**src/hdl/fecs_pkg.sv**
```systemverilog
// ----------------------------------------------------------------------------
// fecs_pkg - shared types and constants of the frame encoder
// Command format between the front end and the byte sequencer, escape bytes,
// register map and reset values.
// ----------------------------------------------------------------------------
package fecs_pkg;

  // escape rule: a wire byte equal to ESC_TRIGGER is followed by ESC_FILL
  localparam logic [7:0] ESC_TRIGGER = 8'h81;
  localparam logic [7:0] ESC_FILL    = 8'hFF;

  // defaults for top-level parameters
  localparam int MIN_FRAME_BYTES_DEF = 14;
  localparam int QUEUE_DEPTH_DEF     = 4;

  // register file
  localparam int         ADDR_W           = 3;
  localparam int         PDATA_W          = 32;
  localparam logic       REG_START_MARKER = 1'b0;  // byte address 0
  localparam logic       REG_CRC_DIVISOR  = 1'b1;  // byte address 4
  localparam logic [7:0] START_MARKER_RST = 8'h7E;
  localparam logic [7:0] CRC_DIVISOR_RST  = 8'h07;

  // request kinds on the input tuser bit
  localparam logic REQ_HEADER = 1'b0;
  localparam logic REQ_DATA   = 1'b1;

  // input tdata layout
  localparam int IN_DATA_W = 24;

  typedef enum logic [1:0] {
    CMD_HDR  = 2'd0,
    CMD_DATA = 2'd1,
    CMD_DROP = 2'd2
  } cmd_kind_t;

  // one classified request; byte_a carries the payload byte on data commands
  typedef struct packed {
    cmd_kind_t  kind;
    logic [7:0] byte_a;
    logic [7:0] byte_b;
    logic       finish;   // frame closes after this command: CRC and padding
  } cmd_t;

endpackage

```
**src/hdl/frame_encoder_crc8_stuffing.sv**
```systemverilog
// ----------------------------------------------------------------------------
// frame_encoder_crc8_stuffing - framed packet encoder with CRC-8 and stuffing
// Turns header and payload requests into a byte stream: marker, two header
// bytes, payload, CRC and zero padding, with 0xFF inserted after every 0x81.
//
//   channel  dir  handshake          payload
//   s_*      in   s_tvalid/s_tready  tdata: frame_type, seq_number,
//                                    frame_length, data_byte; tuser: req_type
//   m_*      out  m_tvalid/m_tready  tdata: byte_out; tlast: frame_end;
//                                    tuser: item_dropped
//   apb      in   psel/penable       0x0 start_marker, 0x4 crc_divisor
//
// The byte sequencer puts out one wire byte per clock. A data request gives
// one byte (two when it is escaped); a header gives three plus escapes;
// a closing request adds the CRC and padding bytes. Requests queue in a
// QUEUE_DEPTH command queue, so s_tready drops only when it is full.
// Reset is synchronous and empties the queue and the sequencer; registers
// return to 0x7E and 0x07. m_tready low freezes the sequencer only.
// ----------------------------------------------------------------------------
module frame_encoder_crc8_stuffing #(
  parameter int MIN_FRAME_BYTES = fecs_pkg::MIN_FRAME_BYTES_DEF,
  parameter int QUEUE_DEPTH     = fecs_pkg::QUEUE_DEPTH_DEF
) (
  input  logic                           clk,
  input  logic                           rst,
  // input requests
  input  logic                           s_tvalid,
  output logic                           s_tready,
  input  logic [fecs_pkg::IN_DATA_W-1:0] s_tdata,  // frame_type, seq_number,
                                                   // frame_length, data_byte
  input  logic                           s_tuser,  // req_type
  // wire bytes
  output logic                           m_tvalid,
  input  logic                           m_tready,
  output logic [7:0]                     m_tdata,  // byte_out
  output logic                           m_tlast,  // frame_end
  output logic                           m_tuser,  // item_dropped
  // configuration
  input  logic                           psel,
  input  logic                           penable,
  input  logic                           pwrite,
  input  logic [fecs_pkg::ADDR_W-1:0]    paddr,
  input  logic [fecs_pkg::PDATA_W-1:0]   pwdata,
  output logic [fecs_pkg::PDATA_W-1:0]   prdata,
  output logic                           pready
);

  logic [7:0]     start_marker;
  logic [7:0]     crc_divisor;
  logic           cfg_wr;

  logic           q_full;
  logic           q_push;
  fecs_pkg::cmd_t q_push_data;
  logic           q_empty;
  logic           q_pop;
  fecs_pkg::cmd_t q_head;

  // register file
  assign pready = 1'b1;
  assign cfg_wr = psel && penable && pwrite && pready;

  always_ff @(posedge clk) begin
    if (rst) begin
      start_marker <= fecs_pkg::START_MARKER_RST;
      crc_divisor  <= fecs_pkg::CRC_DIVISOR_RST;
    end else if (cfg_wr) begin
      unique case (paddr[2])
        fecs_pkg::REG_START_MARKER: start_marker <= pwdata[7:0];
        fecs_pkg::REG_CRC_DIVISOR:  crc_divisor  <= pwdata[7:0];
        default: ;
      endcase
    end
  end

  always_comb begin
    unique case (paddr[2])
      fecs_pkg::REG_START_MARKER: prdata = {{(fecs_pkg::PDATA_W-8){1'b0}}, start_marker};
      fecs_pkg::REG_CRC_DIVISOR:  prdata = {{(fecs_pkg::PDATA_W-8){1'b0}}, crc_divisor};
      default:                    prdata = '0;
    endcase
  end

  fecs_front u_front (
    .clk         (clk),
    .rst         (rst),
    .s_tvalid    (s_tvalid),
    .s_tready    (s_tready),
    .s_tdata     (s_tdata),
    .s_tuser     (s_tuser),
    .q_full      (q_full),
    .q_push      (q_push),
    .q_push_data (q_push_data)
  );

  fecs_fifo #(
    .DEPTH (QUEUE_DEPTH)
  ) u_fifo (
    .clk       (clk),
    .rst       (rst),
    .push      (q_push),
    .push_data (q_push_data),
    .full      (q_full),
    .pop       (q_pop),
    .head      (q_head),
    .empty     (q_empty)
  );

  fecs_back #(
    .MIN_FRAME_BYTES (MIN_FRAME_BYTES)
  ) u_back (
    .clk          (clk),
    .rst          (rst),
    .start_marker (start_marker),
    .crc_divisor  (crc_divisor),
    .q_empty      (q_empty),
    .q_head       (q_head),
    .q_pop        (q_pop),
    .m_tvalid     (m_tvalid),
    .m_tready     (m_tready),
    .m_tdata      (m_tdata),
    .m_tlast      (m_tlast),
    .m_tuser      (m_tuser)
  );

endmodule

```
**src/hdl/fecs_front.sv**
```systemverilog
// ----------------------------------------------------------------------------
// fecs_front - request classifier
// Accepts input requests, tracks the open frame's remaining payload count and
// turns each request into a header, data or drop command for the queue.
// ----------------------------------------------------------------------------
module fecs_front (
  input  logic                           clk,
  input  logic                           rst,
  input  logic                           s_tvalid,
  output logic                           s_tready,
  input  logic [fecs_pkg::IN_DATA_W-1:0] s_tdata,
  input  logic                           s_tuser,
  input  logic                           q_full,
  output logic                           q_push,
  output fecs_pkg::cmd_t                 q_push_data
);

  // payload bytes still expected; nonzero means a frame is open
  logic [5:0] payload_left;
  logic [5:0] payload_left_next;

  logic [4:0] frame_type;
  logic [4:0] seq_number;
  logic [5:0] frame_length;
  logic [7:0] data_byte;

  assign frame_type   = s_tdata[4:0];
  assign seq_number   = s_tdata[9:5];
  assign frame_length = s_tdata[15:10];
  assign data_byte    = s_tdata[23:16];

  assign s_tready = !q_full;
  assign q_push   = s_tvalid && !q_full;

  // classify the request
  always_comb begin
    q_push_data       = '{kind: fecs_pkg::CMD_DROP, byte_a: 8'h00, byte_b: 8'h00,
                          finish: 1'b0};
    payload_left_next = payload_left;
    if (s_tuser == fecs_pkg::REQ_HEADER) begin
      // header: a new frame, abandoning any unfinished one
      q_push_data.kind   = fecs_pkg::CMD_HDR;
      q_push_data.byte_a = {frame_length, seq_number[4:3]};
      q_push_data.byte_b = {seq_number[2:0], frame_type};
      q_push_data.finish = (frame_length == 6'd0);
      payload_left_next  = frame_length;
    end else if (payload_left != 6'd0) begin
      q_push_data.kind   = fecs_pkg::CMD_DATA;
      q_push_data.byte_a = data_byte;
      q_push_data.finish = (payload_left == 6'd1);
      payload_left_next  = payload_left - 6'd1;
    end
  end

  always_ff @(posedge clk) begin
    if (rst) begin
      payload_left <= 6'd0;
    end else if (q_push) begin
      payload_left <= payload_left_next;
    end
  end

endmodule

```
**src/hdl/fecs_fifo.sv**
```systemverilog
// ----------------------------------------------------------------------------
// fecs_fifo - command queue
// Small first-in first-out queue of commands between the classifier and the
// byte sequencer. DEPTH is a power of two, at least 2.
// ----------------------------------------------------------------------------
module fecs_fifo #(
  parameter int DEPTH = fecs_pkg::QUEUE_DEPTH_DEF
) (
  input  logic           clk,
  input  logic           rst,
  input  logic           push,
  input  fecs_pkg::cmd_t push_data,
  output logic           full,
  input  logic           pop,
  output fecs_pkg::cmd_t head,
  output logic           empty
);

  localparam int PTR_W = $clog2(DEPTH);

  fecs_pkg::cmd_t mem [DEPTH];
  logic [PTR_W:0] wr_ptr;
  logic [PTR_W:0] rd_ptr;

  assign empty = (wr_ptr == rd_ptr);
  assign full  = (wr_ptr[PTR_W] != rd_ptr[PTR_W]) &&
                 (wr_ptr[PTR_W-1:0] == rd_ptr[PTR_W-1:0]);
  assign head  = mem[rd_ptr[PTR_W-1:0]];

  // storage
  always_ff @(posedge clk) begin
    if (push) begin
      mem[wr_ptr[PTR_W-1:0]] <= push_data;
    end
  end

  // pointers
  always_ff @(posedge clk) begin
    if (rst) begin
      wr_ptr <= '0;
      rd_ptr <= '0;
    end else begin
      if (push) begin
        wr_ptr <= wr_ptr + (PTR_W+1)'(1);
      end
      if (pop) begin
        rd_ptr <= rd_ptr + (PTR_W+1)'(1);
      end
    end
  end

  a_no_pop_empty: assert property (@(posedge clk) disable iff (rst) pop |-> !empty)
    else $error("queue popped while empty");
  a_no_push_full: assert property (@(posedge clk) disable iff (rst) push |-> !full)
    else $error("queue pushed while full");

endmodule

```
**src/hdl/fecs_back.sv**
```systemverilog
// ----------------------------------------------------------------------------
// fecs_back - byte sequencer
// Expands queued commands into bytes, one per cycle unless stalled: marker,
// header, payload, CRC, zero padding, a fill byte after each escape trigger.
// Keeps the running CRC and the unstuffed byte count of the current frame.
// ----------------------------------------------------------------------------
module fecs_back #(
  parameter int MIN_FRAME_BYTES = fecs_pkg::MIN_FRAME_BYTES_DEF
) (
  input  logic           clk,
  input  logic           rst,
  input  logic [7:0]     start_marker,
  input  logic [7:0]     crc_divisor,
  input  logic           q_empty,
  input  fecs_pkg::cmd_t q_head,
  output logic           q_pop,
  output logic           m_tvalid,
  input  logic           m_tready,
  output logic [7:0]     m_tdata,
  output logic           m_tlast,
  output logic           m_tuser
);

  localparam int             CNT_W   = $clog2(MIN_FRAME_BYTES + 1);
  localparam logic [CNT_W-1:0] MIN_CNT = CNT_W'(MIN_FRAME_BYTES);

  typedef enum logic [8:0] {
    ST_IDLE = 9'b000000001,
    ST_MARK = 9'b000000010,
    ST_HA   = 9'b000000100,
    ST_HB   = 9'b000001000,
    ST_DATA = 9'b000010000,
    ST_CRC  = 9'b000100000,
    ST_PAD  = 9'b001000000,
    ST_DROP = 9'b010000000,
    ST_FILL = 9'b100000000
  } state_t;

  // xor-then-shift CRC step over one byte
  function automatic logic [7:0] crc_feed(input logic [7:0] rem, input logic [7:0] b,
                                          input logic [7:0] div);
    logic [7:0] r;
    r = rem ^ b;
    for (int i = 0; i < 8; i++) begin
      if (r[7]) begin
        r = r ^ div;
      end
      r = {r[6:0], 1'b0};
    end
    return r;
  endfunction

  state_t         state;
  state_t         state_next;
  state_t         after;       // where to go once the fill byte is out
  state_t         step_nxt;
  state_t         state_step;
  state_t         first_state;
  fecs_pkg::cmd_t cur;
  logic [7:0]     crc_rem;
  logic [CNT_W-1:0] cnt;
  logic [CNT_W-1:0] cnt_inc;
  logic           pad_more;

  logic [7:0]     emit_byte;
  logic           counted;
  logic           feed;
  logic           is_drop;
  logic           is_stuff;
  logic           emit_end;
  logic           out_free;
  logic           adv;
  logic           emitting;
  logic           load;

  logic           o_valid;
  logic [7:0]     o_byte;
  logic           o_end;
  logic           o_drop;

  assign out_free = !o_valid || m_tready;
  assign cnt_inc  = (cnt < MIN_CNT) ? cnt + CNT_W'(1) : cnt;
  assign pad_more = (cnt_inc < MIN_CNT);

  // byte of the current step and the step that follows it
  always_comb begin
    emit_byte = 8'h00;
    counted   = 1'b0;
    feed      = 1'b0;
    is_drop   = 1'b0;
    step_nxt  = ST_IDLE;
    unique case (state)
      ST_IDLE: begin
        step_nxt = ST_IDLE;
      end
      ST_MARK: begin
        emit_byte = start_marker;
        counted   = 1'b1;
        step_nxt  = ST_HA;
      end
      ST_HA: begin
        emit_byte = cur.byte_a;
        counted   = 1'b1;
        feed      = 1'b1;
        step_nxt  = ST_HB;
      end
      ST_HB: begin
        emit_byte = cur.byte_b;
        counted   = 1'b1;
        feed      = 1'b1;
        step_nxt  = cur.finish ? ST_CRC : ST_IDLE;
      end
      ST_DATA: begin
        emit_byte = cur.byte_a;
        counted   = 1'b1;
        feed      = 1'b1;
        step_nxt  = cur.finish ? ST_CRC : ST_IDLE;
      end
      ST_CRC: begin
        emit_byte = crc_rem;
        counted   = 1'b1;
        step_nxt  = pad_more ? ST_PAD : ST_IDLE;
      end
      ST_PAD: begin
        counted  = 1'b1;
        step_nxt = pad_more ? ST_PAD : ST_IDLE;
      end
      ST_DROP: begin
        is_drop  = 1'b1;
        step_nxt = ST_IDLE;
      end
      ST_FILL: begin
        emit_byte = fecs_pkg::ESC_FILL;
        step_nxt  = after;
      end
      default: begin
        step_nxt = ST_IDLE;
      end
    endcase
  end

  // escape insertion and frame end
  assign is_stuff   = counted && (emit_byte == fecs_pkg::ESC_TRIGGER);
  assign state_step = is_stuff ? ST_FILL : step_nxt;
  assign emit_end   = (state_step == ST_IDLE) && cur.finish;

  // first step of the command at the queue head
  always_comb begin
    unique case (q_head.kind)
      fecs_pkg::CMD_HDR:  first_state = ST_MARK;
      fecs_pkg::CMD_DATA: first_state = ST_DATA;
      default:            first_state = ST_DROP;
    endcase
  end

  // advance when idle or when the output register can take a byte
  assign adv      = (state == ST_IDLE) || out_free;
  assign emitting = (state != ST_IDLE) && out_free;
  assign load     = adv && (state_step == ST_IDLE) && !q_empty;
  assign q_pop    = load;

  always_comb begin
    if (!adv) begin
      state_next = state;
    end else if (load) begin
      state_next = first_state;
    end else begin
      state_next = state_step;
    end
  end

  // sequencer, CRC, count and output register
  always_ff @(posedge clk) begin
    if (rst) begin
      state   <= ST_IDLE;
      o_valid <= 1'b0;
      crc_rem <= 8'h00;
      cnt     <= '0;
    end else begin
      state <= state_next;
      if (emitting) begin
        o_valid <= 1'b1;
        o_byte  <= emit_byte;
        o_end   <= emit_end;
        o_drop  <= is_drop;
      end else if (m_tready) begin
        o_valid <= 1'b0;
      end
      if (load && q_head.kind == fecs_pkg::CMD_HDR) begin
        // a new frame restarts the CRC and the byte count
        crc_rem <= 8'h00;
        cnt     <= '0;
      end else begin
        if (emitting && feed) begin
          crc_rem <= crc_feed(crc_rem, emit_byte, crc_divisor);
        end
        if (emitting && counted) begin
          cnt <= cnt_inc;
        end
      end
      if (emitting && is_stuff) begin
        after <= step_nxt;
      end
      if (load) begin
        cur <= q_head;
      end
    end
  end

  assign m_tvalid = o_valid;
  assign m_tdata  = o_byte;
  assign m_tlast  = o_end;
  assign m_tuser  = o_drop;

  a_fill_after_trigger: assert property (@(posedge clk) disable iff (rst)
    state == ST_FILL |-> m_tvalid && m_tdata == fecs_pkg::ESC_TRIGGER)
    else $error("fill byte pending without a trigger byte in the output register");
  a_drop_shape: assert property (@(posedge clk) disable iff (rst)
    m_tvalid && m_tuser |-> m_tdata == 8'h00 && !m_tlast)
    else $error("drop result carries data or frame end");
  a_stall_holds_step: assert property (@(posedge clk) disable iff (rst)
    state != ST_IDLE && !out_free |=> state == $past(state))
    else $error("sequencer moved while output stalled");

endmodule

```
**config.mk**
```make
export PLATFORM = sky130hd
export DESIGN_NAME = frame_encoder_crc8_stuffing
export DESIGN_NICKNAME = d
export VERILOG_FILES = /design/src/hdl/fecs_pkg.sv /design/src/hdl/frame_encoder_crc8_stuffing.sv /design/src/hdl/fecs_front.sv /design/src/hdl/fecs_fifo.sv /design/src/hdl/fecs_back.sv
export SDC_FILE = /design/constraint.sdc
export NUM_CORES = 1
export LEC_CHECK = 0
export BUFFER_PORTS_ARGS = -buffer_cell sky130_fd_sc_hd__clkbuf_2
export CORE_MARGIN = 2
export CORE_UTILIZATION = 30
export CTS_BUF_LIST = sky130_fd_sc_hd__clkbuf_8
export DETAILED_ROUTE_END_ITERATION = 7
export HOLD_SLACK_MARGIN = 0.05
export SETUP_SLACK_MARGIN = 0.3
export SYNTH_ARGS = -nofsm -noshare
export SYNTH_HDL_FRONTEND = slang
export SYNTH_SLANG_ARGS = --single-unit
```
**constraint.sdc**
```tcl
create_clock -name clk -period 4.8 [get_ports clk]
set_input_delay 0.48 -clock clk [delete_from_list [all_inputs] [get_ports clk]]
set_output_delay 0.48 -clock clk [all_outputs]
set_load 0.005 [all_outputs]
```
Word-level counts from Yosys, hierarchy flattened
Memory sizes are Yosys's and may differ from the RTL's. A register that Yosys moved wholly into a read port is not among the register bits.
Index checks and enable logic that the tools add are counted.
Widths: inputs -> output; s select.
{ "totals": {"output_inout_bits": 45, "mem_bits_rw": 76, "regBits": 85, "in_bits": 67, "mem_count": 1, "elab_cells": 140} }
{ "op_classes": {"eq_ne": 18, "addsub": 4, "muxes": 54, "reduce_logical": 34, "order_cmp": 2, "n_bitwise": 11} }
{ "mem_list": {"columns": ["memory", "words", "width", "rd", "rd_ports_with_merged_regs", "wr", "line", "text"], "rows": [
  ["u_fifo.mem", 4, 19, 1, 1, 1, "fecs_fifo.sv:21", "fecs_pkg::cmd_t mem [DEPTH];"]
]} }
{ "ops": {"columns": ["operator", "n"], "rows": [
  ["$mux 7", 30],
  ["$pmux 32 s2", 1],
  ["$xor 7x7->7", 8],
  ["$pmux 9 s5", 1],
  ["$pmux 8 s5", 1],
  ["$mux 10", 2],
  ["$eq 9x1->1 const B", 2],
  ["$mux 6", 3],
  ["$mux 9", 2],
  ["$pmux 8 s2", 1],
  ["$logic_and 1x1->1", 13],
  ["$reduce_and 2->1", 6],
  ["$eq 9x2->1 const B", 1],
  ["$eq 9x3->1 const B", 1],
  ["$eq 9x4->1 const B", 1],
  ["$eq 9x5->1 const B", 1],
  ["$eq 9x6->1 const B", 1],
  ["$eq 9x7->1 const B", 1],
  ["$eq 9x8->1 const B", 1],
  ["$eq 9x9->1 const B", 1],
  ["$mux 1", 9],
  ["$ne 9x1->1 const B", 1],
  ["$eq 8x8->1 const B", 1],
  ["$lt 4x4->1 const B", 2],
  ["other kinds (23)", 32]
]} }

Depth between registers and ports, before layout
Gate-level depths: netlist of run 1.
{ "depth": {"word_depth": 44, "ltp_mapped": 19, "depth_no_buf": 15} }

Hierarchy
A second synthesis of run 1 with hierarchy kept.
{ "hier_totals": {"cells_unflattened": 829, "area_unflattened_um2": 9255.1} }
{ "modules_own_cells": {"columns": ["module", "n_inst", "area_each_um2", "cells_each"], "rows": [
  ["fecs_back", 1, 4449.3, 502],
  ["fecs_fifo", 1, 3184.3, 139],
  ["frame_encoder_crc8_stuffing", 1, 974.7, 104],
  ["fecs_front", 1, 646.9, 84]
]} }

Least setup slack after synthesis of run 1
OpenSTA, ideal clock, no wires.
{ "synth_timing": {"path_type": "flip-flop to flip-flop", "from": "register u_back.state[8]", "to": "register u_back.crc_rem[6]", "slack_ns": 0.513, "setup_ns": 0.086, "period_less_slack_ns": 4.287, "required_time_ns": 4.714, "path_buffers": 4, "t_arrival_ns": 4.201, "stages_incl_launch_ff": 20, "cell_sequence": "dfxtp_1 -> buf_2 -> or4_4 -> buf_6 -> a211oi_4 -> o31ai_2 -> and3_1 -> buf_6 -> o311ai_2 -> a21boi_1 -> or3_1 -> a21o_1 -> and2_4 -> xnor3_2 -> or3_1 -> buf_2 -> nand3_1 -> xnor2_1 -> xnor2_1 -> a211oi_1"} }
{ "synth_between": {"elab_chain_cells": 40, "elab_cells_between_ends": 67, "cone_classes": "eq/ne (11); mux (34); bitwise (9); reduce/logical (13)"} }
{ "synth_lines": {"columns": ["element", "line", "text"], "rows": [
  ["start, declared", "fecs_back.sv:53", "state_t state;"],
  ["start signal, assigned", "fecs_back.sv:180", "state <= state_next;"],
  ["$eq 9x3->1 or $eq 9x5->1 (tied branches)", "fecs_back.sv:92", "unique case (state)"],
  ["$reduce_or 2->1 (no source line)", null, null],
  ["$pmux 8 s5", "fecs_back.sv:92", null],
  ["$xor 8x8->8", "fecs_back.sv:43", "r = rem ^ b;"],
  ["$xor 7x7->7", "fecs_back.sv:46", "r = r ^ div;"],
  ["$mux 7", "fecs_back.sv:45", "if (r[7]) begin"],
  ["$mux 7", "fecs_back.sv:194", "if (emitting && feed) begin"],
  ["$mux 7", "fecs_back.sv:189", "if (load && q_head.kind == fecs_pkg::CMD_HDR) begin"],
  ["[24 not listed]", null, null],
  ["$mux 7, on equally long branches", "fecs_back.sv:174, fecs_back.sv:189", null],
  ["$xor 7x7->7 or $mux 7 (tied branches)", "fecs_back.sv:46, fecs_back.sv:174", null],
  ["$mux 7 or $xor 7x7->7 (tied branches)", "fecs_back.sv:45, fecs_back.sv:46", null],
  ["$mux 7, on equally long branches", "fecs_back.sv:194, fecs_back.sv:45", null],
  ["$mux 7, on equally long branches", "fecs_back.sv:189, fecs_back.sv:194", null],
  ["$mux 7, on equally long branches", "fecs_back.sv:174, fecs_back.sv:189", null],
  ["$xor 7x7->7 or $mux 7 (tied branches)", "fecs_back.sv:46, fecs_back.sv:174", null],
  ["$mux 7", "fecs_back.sv:45", null],
  ["end signal, assigned", "fecs_back.sv:195", "crc_rem <= crc_feed(crc_rem, emit_byte, crc_divisor);"],
  ["end, declared", "fecs_back.sv:60", "logic [7:0] crc_rem;"]
]} }
Several ways; a longest one is shown, not always the timed one. The select of a mux whose other input is x is not followed.
A chain may end at the register's enable or synchronous reset.

Final worst setup path of run 1
{ "layout_timing": {"from": "register u_back.state[1]", "to": "register u_back.crc_rem[7]"} }
{ "layout_between": {"elab_chain_cells": 40, "elab_cells_between_ends": 67, "cone_classes": "eq/ne (11); mux (34); bitwise (9); reduce/logical (13)"} }
{ "layout_lines": {"columns": ["element", "line", "text"], "rows": [
  ["$eq 9x3->1 or $eq 9x5->1 (tied branches)", "fecs_back.sv:92", null],
  ["$reduce_or 2->1 (no source line)", null, null],
  ["$pmux 8 s5 *", "fecs_back.sv:92", null],
  ["via u_back.emit_byte[4]", "fecs_back.sv:65", "logic [7:0] emit_byte;"],
  ["$xor 8x8->8", "fecs_back.sv:43", null],
  ["$xor 7x7->7", "fecs_back.sv:46", null],
  ["$mux 7", "fecs_back.sv:45", null],
  ["$mux 7", "fecs_back.sv:194", null],
  ["[25 not listed]", null, null],
  ["$mux 7", "fecs_back.sv:174", "if (rst) begin"],
  ["$xor 7x7->7", "fecs_back.sv:46", null],
  ["$mux 7", "fecs_back.sv:45", null],
  ["$mux 7", "fecs_back.sv:194", null],
  ["$mux 7", "fecs_back.sv:189", null],
  ["$mux 7", "fecs_back.sv:174", null],
  ["$xor 7x7->7", "fecs_back.sv:46", null],
  ["$mux 7", "fecs_back.sv:45", null]
]} }
The timed path passes the listed nets; every way through them passes the cells marked *. The select of a mux whose other input is x is not followed.

==> results of run 1 <==
-- flip-flops by register name, indices dropped and copies added, names as in the netlist, 7 cells and up, named ones only --
name	count
crc_divisor	8
u_back.cur	17
u_fifo.mem	76
u_back.state	9
start_marker	8
u_back.crc_rem	7
u_back.after	9
u_back.m_tdata	8
-- timing repair --
| action | CTS | global route |
|---|---|---|
| gates resized for setup | 11 | 71 |
| endpoints found under the setup margin | 7 | 7 |
| setup buffers | 0 | 25 |
| gates cloned | 0 | 1 |
| pin swaps | 1 | 35 |
-- per-stage QoR --
step | setup slack (ps) | area (um2) | power [mW] | hold slack [ps]
CTS | 304 | 9910 | 4.27 | 223
global placement | 68.3 | 9470 | 3.23 | 451
finish | 328 | 10500 | 4.44 | 251
detailed placement | 62.6 | 9470 | 3.25 | 449
global route | 155 | 10500 | 4.68 | 229
floorplan | 513 | 8820 | 2.89 | 437
-- synth_stat cells (7+ instances only) --
cell type / instances
or3_1: 7
a211o_1: 13
a21o_1: 7
nor3_1: 18
mux4_2: 19
buf_4: 26
and2_1: 10
a211oi_1: 13
mux2_2: 7
o21ai_0: 17
nor2b_1: 20
edfxtp_1: 112
a21oi_1: 37
xnor2_1: 25
nand2_1: 66
nand2b_1: 7
and3_1: 9
nor2_1: 53
dfxtp_1: 51
nor4_1: 7
nand3_1: 25
clkbuf_1: 22
inv_1: 24
ha_1: 9
xor2_1: 11
buf_2: 11
-- per-layer routing --
metal,share of wire,vias up,routed length [um],track usage
li1,-,3009,-,-
met5,0,-,0,0
met3,0.030,22,611,0.0248
met2,0.49,118,9970,0.210
met4,0.015,0,300,0.0326
met1,0.47,2987,9640,0.180
-- worst register-to-register path, delay by kind of cell (launching register included) --
family	cells	cell delay, ps
xor+xnor	5	1450
buf+inv	3	490
flops	1	370
simple gates	5	1550
compound gates	4	520
-- power breakdown --
group	total, mW	switching (mW)	internal, mW
Combinational	1.55	0.831	0.721
Clock	0.998	0.528	0.470
Sequential	1.89	0.137	1.75
-- cell type report --
| type | count | area (um2) | area share |
|---|---|---|---|
| flip-flops and latches | 163 | 4400 | 0.420 |
| multi-input cells | 543 | 4370 | 0.418 |
| repair buffers | 115 | 728 | 0.0696 |
| well taps | 384 | 480 | 0.0459 |
| clock buffers | 17 | 234 | 0.0224 |
| clock inverters | 15 | 156 | 0.0149 |
| inverters | 25 | 93.8 | 0.00897 |
-- worst paths after layout --
| check | slack [ps] | end |
|---|---|---|
| setup reg to reg | 330 | u_back.crc_rem[7]$_SDFFE_PP0P_ |
| setup / recovery | 330 | u_back.crc_rem[7]$_SDFFE_PP0P_ |
| hold reg to reg | 460 | crc_divisor[7]$_SDFFE_PP0P_ |
| hold / removal | 250 | start_marker[5]$_SDFFE_PP1P_ |
-- logic make-up after synthesis --
| group | share of synthesized area |
|---|---|
| simple gates | 0.164 |
| flops | 0.502 |
| compound gates | 0.136 |
| buf+inv | 0.0527 |
| xor+xnor | 0.0644 |
| mux | 0.0674 |
| fa+ha+maj | 0.0129 |
| other cells | 0.000859 |
==> flow_metrics.tcl, run 1 <==
set metrics [dict create \
    cts-root-buf "clkbuf_8" \
    finalCritPeriodShare 0.932 \
    hp-start "pwdata[5]" \
    coreArea_um2 28700 \
    dp.cells 1204 \
    finalNonFillerCells 1262 \
    async_reset_ff_frac 0 \
    fin_crit_ps 4470 \
    path_delay_family "simple AND/OR/NAND/NOR gates" \
    via_per_inst 4.86 \
    die_h_um 175 \
    worst_pin_slew_ps 1060 \
    dieArea_um2 30500 \
    dp_hpwl_um 14400 \
    p_per_area_nw_per_um2 424 \
    hold_violations 0 \
    clock_path_buffers 2 \
    netlist_instances 771 \
    critPathKind "reg2reg" \
    area_growth_pct 19.7 \
    fmax_ghz 0.224 \
    drv_cap 0 \
    synth_ff_type "edfxtp_1" \
    synth_seq_cells 163 \
    setup_tns_ps 0 \
    vias 6136 \
    crit_fanout 6 \
    grt_pass1_vias 5760 \
    ys_types 87 \
    cts_max_level 4 \
    gp_congestion 0.833 \
    yosys.area.top_type "edfxtp_1" \
    skew_ps 13.0 \
    synth_top_area_frac 0.385 \
    path_clk_slew_ps 90 \
    grt_max_degree 43 \
    status "complete, no violations" \
    critical_path.startpoint "u_back.state[1]$_SDFFE_PP0P_" \
    r2r_cells 17 \
    arrival_ps 4800 \
    fp.dieW_um 175 \
    holdBufCountCts 0 \
    drc 0 \
    final_cell_mix "edfxtp_1, nand2_1, clkbuf_2" \
    end_kind "flip-flop" \
    synth_edf_count 112 \
    cp.depth 17 \
    dr.pass1.iters 5 \
    worst_path_max_delay_cell "or4_4" \
    timing.rr.start "u_back.state[1]$_SDFFE_PP0P_" \
    ir_drop_mv 0.232 \
    max_stage_delay_ps 510 \
    ant_nets 0 \
    ys_top_cells_by_area "edfxtp_1, dfxtp_1, mux4_2, nand2_1, xnor2_1" \
    start_util 0.304 \
    p_leak_nw 3.78 \
    pin_count 112 \
    cts_buffers 17 \
    rsz0062_at_grt "yes" \
    rows 62 \
    synth_area_um2 8740 \
    grt_pass1_wl_um 31400 \
    yosys_warnings 0 \
    start_kind "flip-flop" \
    grt.total_usage 0.130 \
    io_buffers 60 \
    diodes 0 \
    cts_num_sinks 163 \
    nFillCells 2884 \
    critical_path_required_ps 5130 \
    ys_seq_area_frac 0.502 \
    grt_overflow 0 \
    slew_viol_final 0 \
    relSlewSlack 0.293 \
    final_util 0.365 \
    setup_viol 0 \
    path_cells "buf_6 > or4_4 > nor4_4 > buf_4 > o2bb2ai_2 > a221o_2 > xnor2_2 > xnor2_2 > buf_4 > xor3_1 > nand2_1 > xnor3_2 > or3_4 > nand3_1 > xnor2_1 > a211o_1 > o311ai_1" \
    cts_tree "yes" \
    wl_per_cell_um 16.3 \
    layout-drive-gt1-share 0.302 \
    final_nets 941 \
    drt-total-wl_um 20500 \
    hold_depth 2 \
    clk_latency_ps 450 \
    antenna_found_initial 0 \
    final_common_cell "edfxtp_1" \
    drt_iter0_markers 570 \
    syn_area_per_cell_um2 11.3 \
    hold_path_class "in2reg" \
    cp_num_buf_inv 3 \
]
(Power assumes the default switching activity.)
==> run 2: changes to the inputs <==
BUFFER_PORTS_ARGS = -buffer_cell sky130_fd_sc_hd__buf_2   (was -buffer_cell sky130_fd_sc_hd__clkbuf_2)
CORE_UTILIZATION = 45   (was 30)
==> run 2 against run 1 <==
Net effect: clock skew increased by 1.5 ps; combinational power is essentially flat; register-to-register slack lost 40 ps; worst hold slack worse by 17 ps; global-route usage rose by 7.0 points; routed wire length hardly changed; core utilization increased by 17 points; critical path depth shrank 1; critical path type unchanged.
==> flow_metrics.tcl, run 2 (synthesis results as in run 1) <==
set metrics [dict create \
    status "complete, no violations" \
    setup_viol 0 \
    busiest_layer "met2" \
    crit_fanout 6 \
    grt_util_met2 0.343 \
    hp-start "pwdata[6]" \
    finalCritPeriodShare 0.941 \
    design_area_um2 10200 \
    setup_tns_ps 0 \
    start_util 0.463 \
    skew_ps 14.5 \
    cts-root-buf "clkbuf_8" \
    relSlewSlack 0.294 \
    r2r_slack_ps 280 \
    fp.dieW_um 143 \
    hold_depth 2 \
    worst_pin_slew_ps 1060 \
    grt.total_usage 0.200 \
    p_leak_nw 3.71 \
    ant_nets 0 \
    vias 6282 \
    dpl_cell_area_um2 9290 \
    cts_buffers 17 \
    area_growth_pct 16.4 \
    final_nets 930 \
    max_stage_delay_ps 580 \
    path_cells "buf_6 > or4b_4 > nor4_4 > o31ai_4 > a31oi_2 > xnor3_1 > mux2i_2 > xnor3_1 > nand2_2 > buf_4 > xor3_2 > or3_4 > nand3_2 > xnor2_2 > xnor2_2 > a211oi_2" \
    worst_path_max_delay_cell "or4b_4" \
    rows 50 \
    drt-total-wl_um 20500 \
    pin_count 112 \
    fin_crit_ps 4520 \
    drv_cap 0 \
    final_util 0.538 \
    antenna_found_initial 0 \
    critPathKind "reg2reg" \
    cts_tree "yes" \
    io_buffers 60 \
    via_per_inst 5.57 \
    min_to "start_marker[6]$_SDFFE_PP1P_" \
    dr.pass1.iters 5 \
    cts_max_level 4 \
    largest_register_ffs 76 \
    layout-drive-gt1-share 0.284 \
    grt_pass1_vias 6201 \
    ir_drop_mv 0.232 \
    nFillCells 1663 \
    clk_latency_ps 460 \
    grt_overflow 0 \
    p_per_area_nw_per_um2 431 \
    cts_num_sinks 163 \
    hold_violations 0 \
    dp_hpwl_um 14600 \
    fmax_ghz 0.221 \
    coreArea_um2 18900 \
    finalPower_mw 4.39 \
    drt_iter0_markers 429 \
    grt_pass1_wl_um 31800 \
    path_delay_family "simple AND/OR/NAND/NOR gates" \
    die_h_um 143 \
    drc 0 \
    reg2reg_to "u_back.crc_rem[6]$_SDFFE_PP0P_" \
    hold_path_class "in2reg" \
    dieArea_um2 20500 \
    r2r_cells 16 \
    grt_max_degree 43 \
    start_kind "flip-flop" \
    slew_viol_final 0 \
    arrival_ps 4890 \
    timing.rr.start "u_back.state[3]$_SDFFE_PP0P_" \
    clock_path_buffers 2 \
    cp_num_buf_inv 2 \
    critical_path_required_ps 5170 \
    wl_per_cell_um 18.2 \
    path_clk_slew_ps 100 \
    rsz0062_at_grt "yes" \
    holdBufCountCts 0 \
    gp_congestion 0.942 \
    use_met3 0.0380 \
    final_cell_mix "edfxtp_1, nand2_1, buf_2" \
    grt_use_met1 0.256 \
    final_common_cell "edfxtp_1" \
    end_kind "flip-flop" \
    diodes 0 \
]
[run 2: metrics by stage]
step | cells | worst slack (ps) | hold WS (ps)
finish | 1127 | 284 | 234
global route | 1127 | 122 | 198
CTS | 1109 | 309 | 200
detailed placement | 1077 | 52.4 | 458
global placement | 1077 | 128 | 450
floorplan | 794 | 513 | 437
[run 2: area by class of cell]
cell class                      count  area (um2)  share of cell area
Clock buffer                       17         234              0.0230
Clock inverter                     15         159              0.0156
Inverter                           25        93.8             0.00923
Multi-Input combinational cell    543        4330               0.425
Sequential cell                   163        4390               0.432
Tap cell                          260         325              0.0320
Timing Repair Buffer              104         642              0.0631
[run 2: worst reg2reg max path: cells and delay by family (launching register included)]
family,cells,cell delay (ps)
xor+xnor,5,1500
compound gates,3,540
mux,1,270
simple gates,5,1530
flops,1,350
buf+inv,2,240
[run 2: worst max-delay path by stage]
stage,startpoint,to,slack [ps],cells after the start
after global routing,u_back.state[8]$_SDFFE_PP0P_,u_back.crc_rem[6]$_SDFFE_PP0P_,120,16
after global placement,u_back.state[0]$_SDFFE_PP1P_,u_back.crc_rem[6]$_SDFFE_PP0P_,130,14
final,u_back.state[3]$_SDFFE_PP0P_,u_back.crc_rem[6]$_SDFFE_PP0P_,280,16
after floorplan,u_back.state[8]$_SDFFE_PP0P_,u_back.crc_rem[6]$_SDFFE_PP0P_,510,19
after detailed placement,u_back.state[0]$_SDFFE_PP1P_,u_back.crc_rem[6]$_SDFFE_PP0P_,50,14
after CTS,u_back.state[5]$_SDFFE_PP0P_,u_back.crc_rem[6]$_SDFFE_PP0P_,310,15
[run 2: what timing repair did]
action | 4_1_cts | 5_1_grt
gates resized for setup | 19 | 47
buffers inserted | 0 | 17
gates cloned | 0 | 1
setup endpoints to repair | 7 | 7
pin swaps | 4 | 30
[run 2: layer usage]
metal | wire length [um] | vias to the layer above
met5 | 0 | -
met4 | 297 | 0
met3 | 748 | 21
met2 | 10400 | 183
met1 | 9070 | 3086
li1 | - | 2992
[run 2: power by group]
group | internal (mW) | switching, mW
Combinational | 0.702 | 0.829
Sequential | 1.75 | 0.143
Clock | 0.391 | 0.575
==> run 3: changes to the inputs <==
ABC_AREA = 1   (was default)
==> run 3 against run 2 <==
Net effect: final cell count increased by 16%; highest routed layer unchanged; non-clock buffer count shrank 34; routed wire length down 7.0%; sequential power is 2% lower; register-to-register slack better by 550 ps; synthesized cell count is 30% higher; clock power hardly changed; via count up 5.1%; total power increased by 3.6%; core utilization down 3.6 points; synthesized area decreased by 1.9%; critical endpoint is now u_back.crc_rem[4]$_SDFFE_PP0P_; die area fell by 1.8%.
==> flow_metrics.tcl, run 3 <==
set metrics [dict create \
    grt_overflow 0 \
    worst_path_max_delay_cell "dfxtp_1" \
    rows 50 \
    synth_fa_ha_area_frac 0.0131 \
    crit_top_cell "nand2_1" \
    grt_max_degree 40 \
    seqPwrFrac 0.408 \
    holdBufCountCts 0 \
    synth_seq_cells 163 \
    skew_ps 14.4 \
    ys_top_cells_by_area "edfxtp_1, dfxtp_1, nand2_1, o21ai_0, nand3_1" \
    intPower_mw 2.71 \
    p_clk_frac 0.221 \
    fmax_ghz 0.252 \
    pin_count 112 \
    reg2reg_to "u_back.crc_rem[4]$_SDFFE_PP0P_" \
    critPathKind "reg2reg" \
    setup_tns_ps 0 \
    dieArea_um2 20200 \
    grt_pass1_vias 5914 \
    fp.dieW_um 142 \
    dp_hpwl_um 13700 \
    io_buffers 60 \
    drv_cap 0 \
    synth_compound_area_frac 0.110 \
    postCtsSetupRepairBufs 0 \
    timing.rr.start "u_back.state[6]$_SDFFE_PP0P_" \
    cts-root-buf "clkbuf_8" \
    hold_path_class "in2reg" \
    start_util 0.458 \
    wl_per_cell_um 14.6 \
    die_h_um 142 \
    dr.pass1.iters 6 \
    fin_crit_ps 3960 \
    rsz0062_at_grt "no" \
    netlist_instances 1005 \
    drc 0 \
    arrival_ps 4320 \
    gp_congestion 0.859 \
    critical_path_required_ps 5160 \
    slew_viol_final 0 \
    end_kind "flip-flop" \
    synthMuxAreaShare 0 \
    via_per_inst 5.05 \
    synth_top_area_frac 0.392 \
    synth_area_um2 8570 \
    setup_viol 0 \
    grt_pass1_wl_um 30300 \
    relSlewSlack 0.425 \
    cts_buffers 17 \
    max_stage_delay_ps 370 \
    hold_depth 3 \
    ys_types 49 \
    ant_nets 0 \
    yosys_warnings 0 \
    synth_common_cells "nand2_1, edfxtp_1, inv_1" \
    p_per_area_nw_per_um2 483 \
    final_nets 1137 \
    status "complete, no violations" \
    final_common_cell "nand2_1" \
    sw_frac_of_total 0.404 \
    crit_fanout 14 \
    antenna_found_initial 0 \
    yosys.area.top_type "edfxtp_1" \
    post_cts_resized 0 \
    hold_violations 0 \
    clock_path_buffers 2 \
    diodes 0 \
    nFillCells 1809 \
    synth.most_common_cell "nand2_1" \
    drt_iter0_markers 411 \
    finalCritPeriodShare 0.826 \
    final_cell_mix "nand2_1, edfxtp_1, inv_1" \
    cts_max_level 4 \
    layout-drive-gt1-share 0.161 \
    r2r_slack_ps 840 \
    synth_edf_count 112 \
    synth_top_family_by_area "simple AND/OR/NAND/NOR gates" \
    vias 6604 \
    ir_drop_mv 0.262 \
    largest_register_ffs 76 \
    path_clk_slew_ps 100 \
    start_kind "flip-flop" \
    worst_pin_slew_ps 861 \
    syn_area_per_cell_um2 8.53 \
    finalNonFillerCells 1308 \
    p_leak_nw 4.08 \
    synth-simple-area-share 0.250 \
    cts_num_sinks 163 \
    synth-xor-area-share 0.0223 \
    synth_ff_type "edfxtp_1" \
    r2r_cells 30 \
    p_switching_mw 1.83 \
    hp-start "pwdata[2]" \
    ys_seq_area_frac 0.511 \
    dp.cells 1276 \
    cts_tree "yes" \
    p_comb_frac 0.371 \
    area_growth_pct 9.65 \
    grt.total_usage 0.194 \
    coreArea_um2 18700 \
    async_reset_ff_frac 0 \
    drt-total-wl_um 19100 \
    min_to "start_marker[2]$_SDFFE_PP1P_" \
    clk_latency_ps 450 \
]
## run 3: cell count changes in the layout (fill, tap and decap cells not counted), moves of 12 or more
cell	delta
a211o_1	-13
nor2b_1	-20
xnor2_1	-12
o21ai_0	+70
nor2_1	+49
mux4_2	-19
nand2_1	+141
buf_4	-31
o22ai_1	+16
nand2_2	+17
nand3_1	+60
inv_1	+82
## run 3: layout make-up
type	count	area, um2	share of cell area
Multi-Input combinational cell	688	3480	0.370
Sequential cell	163	4380	0.466
Timing Repair Buffer	70	375	0.0399
Clock buffer	17	234	0.0249
Inverter	121	454	0.0483
Tap cell	234	293	0.0311
Clock inverter	15	179	0.0190
## run 3: cells by family after synthesis
| family | count (synthesis) |
|---|---|
| and+or+nand+nor | 462 |
| buffers and inverters | 177 |
| AOI/OAI and AO/OA | 171 |
| DFF | 163 |
| xor gates and xnor gates | 21 |
| adders and majority gates | 9 |
| other | 2 |
## run 3: routing by layer
metal	track usage	vias to the layer above	part of all wire
met5	0	-	0
met1	0.255	3084	0.46
met3	0.0363	12	0.029
met2	0.332	101	0.50
met4	0.0458	0	0.0098
li1	-	3407	-
## run 3: metrics by stage
stage	setup slack [ps]	hold slack (ps)	power [mW]	utilization	area, um2
global route	376	229	4.86	0.503	9400
floorplan	1520	443	3.22	-	8660
finish	836	245	4.54	0.503	9400
detailed placement	840	462	3.58	0.481	8990
CTS	841	224	4.57	0.503	9400
global placement	902	455	3.56	0.481	8990
## run 3: worst max-delay path: cells and delay by family, from the launching register on
family / cells / cell delay [ps]
buf+inv: 2 / 110
simple gates: 27 / 3220
compound gates: 1 / 160
flops: 1 / 370
## run 3: how the worst max path moves through the flow
stage                                       from                              to  slack (ps)  cells after the start
floorplan           u_back.state[5]$_SDFFE_PP0P_         u_back.cur[0]$_DFFE_PP_        1520                     19
global placement    u_back.state[6]$_SDFFE_PP0P_  u_back.crc_rem[4]$_SDFFE_PP0P_         900                     32
detailed placement  u_back.state[6]$_SDFFE_PP0P_  u_back.crc_rem[4]$_SDFFE_PP0P_         840                     32
CTS                 u_back.state[6]$_SDFFE_PP0P_  u_back.crc_rem[4]$_SDFFE_PP0P_         840                     32
global route        u_back.state[5]$_SDFFE_PP0P_  u_back.crc_rem[4]$_SDFFE_PP0P_         380                     32
finish              u_back.state[6]$_SDFFE_PP0P_  u_back.crc_rem[4]$_SDFFE_PP0P_         840                     30
## run 3: power by group through the flow
stage | Clock, mW | Combinational [mW] | Sequential (mW)
3_3_place_gp | 0 | 1.67 | 1.88
3_5_place_dp | 0 | 1.69 | 1.89
2_1_floorplan | 0 | 1.35 | 1.87
6_report | 1.00 | 1.69 | 1.85
4_1_cts | 1.02 | 1.70 | 1.86
5_1_grt | 1.07 | 1.91 | 1.88
